[config.mk]
export PLATFORM = sky130hd
export DESIGN_NAME = rank_by_count_smaller
export DESIGN_NICKNAME = d
export VERILOG_FILES = /design/src/hdl/rbc_pkg.sv /design/src/hdl/rank_by_count_smaller.sv /design/src/hdl/rbc_ram.sv /design/src/hdl/rbc_seq.sv
export SDC_FILE = /design/constraint.sdc
export NUM_CORES = 2
export LEC_CHECK = 0
export BUFFER_PORTS_ARGS = -buffer_cell sky130_fd_sc_hd__buf_4
export CAP_MARGIN = 20
export CORE_AREA = 3 3 601 364
export CTS_CLUSTER_SIZE = 12
export DETAILED_ROUTE_END_ITERATION = 7
export DIE_AREA = 0 0 604 367
export SLEW_MARGIN = 15
export SYNTH_ARGS = -nofsm -noshare
export SYNTH_HDL_FRONTEND = slang
export SYNTH_SLANG_ARGS = --single-unit
[constraint.sdc]
create_clock -name clk -period 4.5 [get_ports clk]
set_input_delay 0.675 -clock clk [delete_from_list [all_inputs] [get_ports clk]]
set_output_delay 0.675 -clock clk [all_outputs]
set_load 0.05 [all_outputs]
[src/hdl/rbc_pkg.sv]
package rbc_pkg;

	// Capacity of the value store, 2 to 64
	localparam int MAX_ITEMS = 64;
	localparam int IDX_W = $clog2(MAX_ITEMS);
	localparam int CNT_W = $clog2(MAX_ITEMS + 1);
	localparam int VALUE_W = 32;
	localparam int RANK_W = 6;

	typedef struct packed {
		logic signed [VALUE_W-1:0] value;
		logic is_last;
	} in_t;

	typedef struct packed {
		logic [RANK_W-1:0] rank;
		logic last_rank;
		logic dropped;
	} out_t;

	// Result offered by the sequencer to the output register
	typedef struct packed {
		logic valid;
		out_t item;
	} res_req_t;

endpackage

[src/hdl/rank_by_count_smaller.sv]
// Ranks a list of signed 32-bit values by counting, for each one, the stored values strictly
// smaller than it; equal values share a rank. Values enter one per transfer on the item channel
// until one marked is_last closes the list; up to MAX_ITEMS (64) are kept, later ones are dropped
// and the first result of the list then carries dropped = 1. After the closing transfer the
// block stalls its input and returns one result per stored value, in arrival order, with
// last_rank on the final one. Results are worked out one at a time, bounded by the
// single read port of the value store, which is swept once per result; the next list is
// accepted once the last result has entered the output register. The output register lets the
// block work on the next result while the current one waits to be taken.
module rank_by_count_smaller (
	input logic clk,
	input logic arst_n,
	input logic item_valid,
	output logic item_stall,
	input rbc_pkg::in_t item_data,
	output logic rank_valid,
	input logic rank_stall,
	output rbc_pkg::out_t rank_data
);

	rbc_pkg::res_req_t req;
	logic slot_free;
	logic wr_en;
	logic [rbc_pkg::IDX_W-1:0] wr_addr;
	logic [rbc_pkg::VALUE_W-1:0] wr_data;
	logic [rbc_pkg::IDX_W-1:0] rd_addr;
	logic [rbc_pkg::VALUE_W-1:0] rd_data;
	logic rank_valid_q;
	rbc_pkg::out_t rank_data_q;

	rbc_seq u_seq (
		.clk (clk),
		.arst_n (arst_n),
		.item_valid (item_valid),
		.item (item_data),
		.item_stall (item_stall),
		.slot_free (slot_free),
		.req (req),
		.wr_en (wr_en),
		.wr_addr (wr_addr),
		.wr_data (wr_data),
		.rd_addr (rd_addr),
		.rd_data (rd_data)
	);

	rbc_ram #(
		.WIDTH (rbc_pkg::VALUE_W),
		.DEPTH (rbc_pkg::MAX_ITEMS)
	) u_store (
		.clk (clk),
		.wr_en (wr_en),
		.wr_addr (wr_addr),
		.wr_data (wr_data),
		.rd_addr (rd_addr),
		.rd_data (rd_data)
	);

	// Output register: load when empty or when its result transfers
	assign slot_free = !rank_valid_q || !rank_stall;

	always_ff @(posedge clk or negedge arst_n) begin
		if (!arst_n) begin
			rank_valid_q <= 1'b0;
		end else if (slot_free) begin
			rank_valid_q <= req.valid;
		end
	end

	always_ff @(posedge clk) begin
		if (slot_free && req.valid) begin
			rank_data_q <= req.item;
		end
	end

	assign rank_valid = rank_valid_q;
	assign rank_data = rank_data_q;

`ifndef ASSERT_OFF
	// No list element is taken while a rank is being offered
	a_no_fill_during_emit: assert property (@(posedge clk) disable iff (!arst_n)
		(item_valid && !item_stall) |-> !req.valid)
		else $error("item accepted while a result is pending");

	// A result refused by the output register is held by the sequencer
	a_req_held: assert property (@(posedge clk) disable iff (!arst_n)
		(req.valid && !slot_free) |=> (req.valid && $stable(req.item)))
		else $error("pending result changed before transfer");

	// Nothing is written to the store while ranking
	a_no_write_while_ranking: assert property (@(posedge clk) disable iff (!arst_n)
		wr_en |-> !item_stall)
		else $error("store written outside the fill phase");
`endif

endmodule

[src/hdl/rbc_ram.sv]
module rbc_ram #(
	parameter int WIDTH = 32,
	parameter int DEPTH = 64
) (
	input logic clk,
	input logic wr_en,
	input logic [$clog2(DEPTH)-1:0] wr_addr,
	input logic [WIDTH-1:0] wr_data,
	input logic [$clog2(DEPTH)-1:0] rd_addr,
	output logic [WIDTH-1:0] rd_data
);

	logic [WIDTH-1:0] mem [DEPTH];

	// Write port and registered read port
	always_ff @(posedge clk) begin
		if (wr_en) begin
			mem[wr_addr] <= wr_data;
		end
		rd_data <= mem[rd_addr];
	end

endmodule

[src/hdl/rbc_seq.sv]
module rbc_seq (
	input logic clk,
	input logic arst_n,
	input logic item_valid,
	input rbc_pkg::in_t item,
	output logic item_stall,
	input logic slot_free,
	output rbc_pkg::res_req_t req,
	output logic wr_en,
	output logic [rbc_pkg::IDX_W-1:0] wr_addr,
	output logic [rbc_pkg::VALUE_W-1:0] wr_data,
	output logic [rbc_pkg::IDX_W-1:0] rd_addr,
	input logic [rbc_pkg::VALUE_W-1:0] rd_data
);

	typedef enum logic [2:0] {FILL, RD_KEY, GET_KEY, SCAN, EMIT} state_t;

	state_t state_q;
	logic [rbc_pkg::CNT_W-1:0] fill_q;
	logic [rbc_pkg::CNT_W-1:0] n_q;
	logic [rbc_pkg::CNT_W-1:0] i_q;
	logic [rbc_pkg::CNT_W-1:0] j_q;
	logic ovf_q;
	logic signed [rbc_pkg::VALUE_W-1:0] key_q;
	logic [rbc_pkg::RANK_W-1:0] cnt_q;
	logic [rbc_pkg::RANK_W-1:0] rank_q;

	logic accept;
	logic room;
	logic less;
	logic [rbc_pkg::RANK_W-1:0] cnt_nxt;
	logic [rbc_pkg::CNT_W-1:0] i_inc;
	logic last_item;

	// Accept list elements only while filling
	assign item_stall = (state_q != FILL);
	assign accept = item_valid && (state_q == FILL);
	assign room = (fill_q < rbc_pkg::CNT_W'(rbc_pkg::MAX_ITEMS));

	// Store the element at the fill position
	assign wr_en = accept && room;
	assign wr_addr = fill_q[rbc_pkg::IDX_W-1:0];
	assign wr_data = item.value;

	// Select the entry to read: the key, then the sweep over the list
	always_comb begin
		case (state_q)
			RD_KEY: rd_addr = i_q[rbc_pkg::IDX_W-1:0];
			GET_KEY: rd_addr = '0;
			default: rd_addr = j_q[rbc_pkg::IDX_W-1:0];
		endcase
	end

	// Count stored values strictly below the key
	assign less = ($signed(rd_data) < key_q);
	assign cnt_nxt = cnt_q + {{(rbc_pkg::RANK_W-1){1'b0}}, less};

	assign i_inc = i_q + rbc_pkg::CNT_W'(1);
	assign last_item = (i_inc == n_q);

	// Offer the finished rank
	assign req.valid = (state_q == EMIT);
	assign req.item.rank = rank_q;
	assign req.item.last_rank = last_item;
	assign req.item.dropped = (i_q == '0) && ovf_q;

	always_ff @(posedge clk or negedge arst_n) begin
		if (!arst_n) begin
			state_q <= FILL;
			fill_q <= '0;
			n_q <= '0;
			i_q <= '0;
			j_q <= '0;
			ovf_q <= 1'b0;
			key_q <= '0;
			cnt_q <= '0;
			rank_q <= '0;
		end else begin
			case (state_q)
				FILL: begin
					if (accept) begin
						if (room) begin
							fill_q <= fill_q + rbc_pkg::CNT_W'(1);
						end else begin
							ovf_q <= 1'b1;
						end
						if (item.is_last) begin
							n_q <= room ? fill_q + rbc_pkg::CNT_W'(1) : fill_q;
							i_q <= '0;
							state_q <= RD_KEY;
						end
					end
				end
				RD_KEY: begin
					state_q <= GET_KEY;
				end
				GET_KEY: begin
					// Latch the key; entry 0 is being read now
					key_q <= $signed(rd_data);
					cnt_q <= '0;
					j_q <= rbc_pkg::CNT_W'(1);
					state_q <= SCAN;
				end
				SCAN: begin
					cnt_q <= cnt_nxt;
					if (j_q == n_q) begin
						rank_q <= cnt_nxt;
						state_q <= EMIT;
					end else begin
						j_q <= j_q + rbc_pkg::CNT_W'(1);
					end
				end
				EMIT: begin
					// Advance once the output register takes the result
					if (slot_free) begin
						if (last_item) begin
							fill_q <= '0;
							ovf_q <= 1'b0;
							state_q <= FILL;
						end else begin
							i_q <= i_inc;
							state_q <= RD_KEY;
						end
					end
				end
				default: begin
					state_q <= FILL;
				end
			endcase
		end
	end

endmodule

---- After elaboration in Yosys (flattened, before gate mapping) ----
Memories as Yosys holds them, arrays and structs flattened. A register that Yosys moved wholly into a read port is not among the register bits.
Cells that the tools add are included.
Widths: inputs -> output; s select.
storage, ports and cells
  flip-flop bits (word level) ............. 85
  RAM bits ................................ 2,048
  bits of input ports ..................... 37
  output and inout bits ................... 10
  logic and storage cells ................. 80
  memories ................................ 1
operators by class
  $add $sub $neg .......................... 4
  magnitude comparators ................... 2
  equal/unequal tests ..................... 14
  multiplexer cells ....................... 27
  reduce and logical (&&, ||, !) cells .... 19
memory list
  name         words  bits a word  rd ports  clocked after Yosys merged registers in  write ports  line           text
  u_store.mem  64     32           1         1                                        1            rbc_ram.sv:13  logic [WIDTH-1:0] mem [DEPTH];
operators by type and width
  kind                 count
  $mux 7               9
  $pmux 7 s2           3
  $lt 32x32->1         1
  $pmux 6 s2           2
  $add 7x1->7 const B  3
  $pmux 3 s5           1
  $eq 7x7->1           2
  $mux 3               4
  $reduce_and 5->1     2
  $ne 2x1->1 const B   4
  $ne 2x2->1 const B   4
  $reduce_and 4->1     2
  $logic_not 7->1      1
  $lt 7x7->1 const B   1
  $mux 1               7
  $add 6x1->6          1
  $eq 3x2->1 const B   2
  $logic_and 1x1->1    4
  $reduce_and 2->1     2
  $reduce_bool 2->1    2
  $eq 3x1->1 const B   1
  $eq 3x3->1 const B   1
  $logic_not 3->1      1
  $reduce_and 3->1     1
  other kinds (4)      5

---- Longest topological paths before layout ----
  word-level depth ........................ 5
  mapped depth ............................ 15
  gate-level depth less buffers ........... 15

---- Modules after synthesis ----
From an unflattened synthesis, not the netlist that was laid out.
unflattened totals
  cells, all modules ...................... 3,892
  area, all modules ....................... 83,761.6 µm²
by module, submodules not included
  module                 times used  cells each  area each (µm²)  seq. area each (µm²)
  rbc_ram                1           3,324       78,515.3         62,139.6
  rbc_seq                1           556         4,958.5          1,901.8
  rank_by_count_smaller  1           12          287.8            265.3

---- Worst setup path before layout ----
No wires, ideal clock.
  kind .................................... register to register
  from .................................... reg u_seq.state_q[0]
  to ...................................... mem u_store.mem[62][0] (enable)
  library setup time ...................... 421 ps
  arrival ................................. 3,076 ps
  data required time ...................... 4,079 ps
  slack ................................... 1,003 ps
  cell stages (with the launch flop) ...... 7
  path buffers ............................ 2
  clock period less this slack ............ 3,497 ps
  cells stage by stage .................... dfrtp_1 > buf_2 > nor3_1 > and2_1 > clkbuf_1 > nand4_1 > nor2_1
between the ends
  word-level cells in the longest chain between the ends .. 5
RTL lines
  element                       line           text
  start: declaration            rbc_seq.sv:18  state_t state_q;
  start signal: assignment      rbc_seq.sv:69  state_q <= FILL;
  start signal: assignment      rbc_seq.sv:90  state_q <= RD_KEY;
  start signal: assignment      rbc_seq.sv:95  state_q <= GET_KEY;
  $logic_not 3->1               rbc_seq.sv:37  assign accept = item_valid && (state_q == FILL);
  $logic_and 1x1->1             rbc_seq.sv:37
  $logic_and 1x1->1             rbc_seq.sv:41  assign wr_en = accept && room;
  $mux 1                        rbc_ram.sv:17  if (wr_en) begin
  $mux 1 (implied by the code)  rbc_ram.sv:18  mem[wr_addr] <= wr_data;
  end: declaration              rbc_ram.sv:13
No other way between the ends.

---- Final worst setup path ----
  from .................................... reg u_seq.state_q[0]
  to ...................................... reg u_store.rd_data[5], read port of u_store.mem
between the ends
  word-level cells in the longest chain between the ends .. 2
  elaborated cells between the ends (all ways) .. 3
  classes of those cells .................. eq/ne (2); mux (1)
RTL lines
  element                                   line           text
  $eq 3x2->1 or $eq 3x1->1 (tied branches)  rbc_seq.sv:47  case (state_q)
  $pmux 6 s2 *                              rbc_seq.sv:47
  end: declaration                          rbc_ram.sv:10  output logic [WIDTH-1:0] rd_data
Every way passes the cells marked *; elsewhere a longest branch is shown, timed or not.
A chain may end at the register's enable or synchronous reset.

==> flow_metrics.env <==
export IMPL_synth_edf_count=2056
export IMPL_grt_total_usage_pct=23.3
export IMPL_switching_power_w=0.0208
export IMPL_yosysUniqueCellTypes=67
export IMPL_die_area_mm2=0.222
export IMPL_syn_nets=6407
export IMPL_fmax_mhz=252
export IMPL_final_max_slew_violation_count=0
export IMPL_grt_max_degree=107
export IMPL_required_ns=5.17
export IMPL_critPathKind="reg2reg"
export IMPL_cts_tree="yes"
export IMPL_hold_start="rank_stall"
export IMPL_grt_pass1_wl_um=376000
export IMPL_drc_errors=0
export IMPL_ys_warnings_count=0
export IMPL_hold_viol=0
export IMPL_numClockSinks=2165
export IMPL_antenna_found_initial=17
export IMPL_drt_pre_antenna_iters=6
export IMPL_clk_latency_ns=0.86
export IMPL_synth_area_leaders="edfxtp_1 72%, nand2_1 7.6%, nand3_1 4.7%, mux2i_1 2.6%, dfrtp_1 2.3%"
export IMPL_fp_dieH_um=367
export IMPL_crit_fanout=15
export IMPL_switching_share_pct=36.1
export IMPL_num_io_pins=47
export IMPL_wirelength_um=265000
export IMPL_cts_resized=0
export IMPL_fp_dieW_um=604
export IMPL_regArea_mm2=0.0643
export IMPL_io_buffers=46
export IMPL_setup_ws_ns=0.533
export IMPL_cap_violations=0
export IMPL_tns_ns=0
export IMPL_first_global_vias=50515
export IMPL_placed_cells=9093
export IMPL_ir_worst_vdd_uv=696
export IMPL_end_kind="flip-flop"
export IMPL_root_buffer="clkbuf_16"
export IMPL_synth_area_per_cell_um2=13.5
export IMPL_numCtsBuffers=208
export IMPL_cp_startpoint="u_seq.state_q[0]"
export IMPL_synth_async_reset_ratio_pct=3.56
export IMPL_final_common_cell="edfxtp_1"
export IMPL_cp_start_kind="flip-flop"
export IMPL_final_util_pct=45.3
export IMPL_relSlewSlack_pct=30.2
export IMPL_h_tree_depth=4
export IMPL_ys_flop_type="edfxtp_1"
export IMPL_dp_slack_ns=0.657
export IMPL_ctsLongestPathBuffers=4
export IMPL_leakagePower_nw=32.9
export IMPL_min_period_ns=3.97
export IMPL_yosysTopAreaCell="edfxtp_1"
export IMPL_wire_per_inst_um=28.1
export IMPL_place_congestion=0.855
export IMPL_clkPwrFrac_pct=27.6
export IMPL_start_util_pct=40.1
export IMPL_cts_setup_buffers=0
export IMPL_postSynthCellCount=6333
export IMPL_fillers=18610
export IMPL_cellPowerDensity_mw_per_mm2=598
export IMPL_yosysTopAreaCellShare_pct=72.3
export IMPL_final_nets=6520
export IMPL_seqPwrFrac_pct=39.8
export IMPL_final_cell_mix="2056 x edfxtp_1, 1724 x nand2_1, 809 x nand3_1"
export IMPL_stdcell_count=9436
export IMPL_vias=54926
export IMPL_drive_gt1_share_pct=9.13
export IMPL_arrival_ns=4.64
export IMPL_rows=131
export IMPL_multiInputGateArea_mm2=0.0197
export IMPL_gr_total_overflow=0
export IMPL_min_path_type="in2reg"
export IMPL_core_mm2=0.213
export IMPL_clk_pin_slew_ns=0.06
export IMPL_power_frac_comb_pct=32.5
export IMPL_power_internal_w=0.0369
export IMPL_yosys_register_bits=2165
export IMPL_rsz0062_at_grt="false"
export IMPL_ant_nets=0
export IMPL_avgViaCountPerCell=5.82
export IMPL_drtIter0Drc=8214
export IMPL_setup_viol=0
export IMPL_skew_ns=0.0668
export IMPL_areaGrowthSynthToFinish_pct=13.1
export IMPL_place_hpwl_um=150000
export IMPL_status="finished clean"
export IMPL_worst_slew_pin_transition_ns=1.05
export IMPL_seq_area_frac_synth_pct=75.3
export IMPL_netlist_area_mm2=0.0854
export IMPL_post_route_period_util_pct=88.2
export IMPL_timing_rr_start="u_seq.state_q[0]"
## metrics by stage
stage	cell area [um2]	hold WS, ns	power, W
after floorplan	85400	0.379	0.0349
after detailed placement	90700	0.441	0.0418
after global placement	90700	0.439	0.0417
after CTS	96500	0.122	0.0577
final	96500	0.173	0.0577
after global routing	96500	0.178	0.0602
## what timing repair did
item | CTS | global route
hold buffers | 1 | 0
endpoints found under the hold margin | 43 | 0
endpoints found under the setup margin | 0 | 0
## final timing paths
path	to	slack (ns)	depth (start not counted)
setup / recovery	u_store.rd_data[5]	0.53	9
setup reg to reg	u_store.rd_data[5]	0.53	9
min in group asynchronous	u_seq.fill_q[5]	0.41	2
hold reg to reg	rank_data[7]	0.45	0
hold / removal	rank_valid	0.17	3
max in group asynchronous	u_seq.key_q[12]	3.06	3
## critical path: stages (launching register included)
cell,delay (ns)
dfrtp_1,0.59
o21bai_4,0.25
a221o_1,0.70
nor3_4,0.80
buf_4,0.35
buf_4,0.27
nand3_1,0.09
and3_1,0.15
o2111ai_1,0.42
nand4_1,0.16
## flip-flops by register name, summed over array words and instances (netlist names)
register / cells
rank_data: 8
rank_valid: 1
u_seq.cnt_q: 6
u_seq.fill_q: 7
u_seq.i_q: 7
u_seq.j_q: 7
u_seq.key_q: 32
u_seq.n_q: 7
u_seq.ovf_q: 1
u_seq.rank_q: 6
u_seq.state_q: 3
u_store.mem: 2048
u_store.rd_data: 32
## kinds of logic after synthesis
family / count (synthesis) / share of synthesized area (%)
flip-flops: 2165 / 75.3
AND/OR/NAND/NOR: 2971 / 15.3
buffers and inverters: 420 / 2.26
XOR/XNOR: 26 / 0.299
AO/OA/AOI/OAI: 487 / 3.58
multiplexers: 227 / 2.67
adder cells (fa/ha/maj): 37 / 0.542
## cells in the mapped netlist, drive strengths merged, types with 17 or more instances
| cell type | number |
|---|---|
| dfxtp | 32 |
| a22oi | 58 |
| nand4 | 147 |
| or4 | 49 |
| nand3 | 809 |
| dfrtp | 77 |
| a21oi | 233 |
| inv | 41 |
| clkbuf | 140 |
| buf | 239 |
| edfxtp | 2056 |
| nor2 | 109 |
| nor3 | 17 |
| a31oi | 17 |
| o21ai | 60 |
| nand2 | 1728 |
| ha | 37 |
| mux2i | 224 |
| or3 | 56 |
| and3 | 20 |
## layer usage
layer | part of all wire, % | global-route usage [%] | wire, um | vias to the layer above
li1 | - | - | - | 23460
met1 | 45 | 37.1 | 119000 | 27911
met2 | 41 | 32.2 | 110000 | 3217
met3 | 12 | 5.48 | 31700 | 330
met4 | 1.7 | 4.28 | 4610 | 8
met5 | 0.018 | 0 | 48 | -
## power by group through the flow
stage,Clock (W),Combinational (W),Sequential (W)
after CTS,0.0162,0.0185,0.0230
final,0.0159,0.0188,0.0230
after global routing,0.0170,0.0202,0.0230
after global placement,0,0.0183,0.0234
after detailed placement,0,0.0185,0.0234
after floorplan,0,0.0118,0.0231
## area by class of cell
type | instances | share of cell area [%]
Multi-Input combinational cell | 3748 | 20.4
Sequential cell | 2165 | 66.6
Clock buffer | 327 | 5.93
Antenna cell | 6 | 0.0156
Timing Repair Buffer | 282 | 3.06
Inverter | 41 | 0.159
Tap cell | 2859 | 3.71
Clock inverter | 8 | 0.0816
Note: power is estimated with default switching activity, not from simulation.
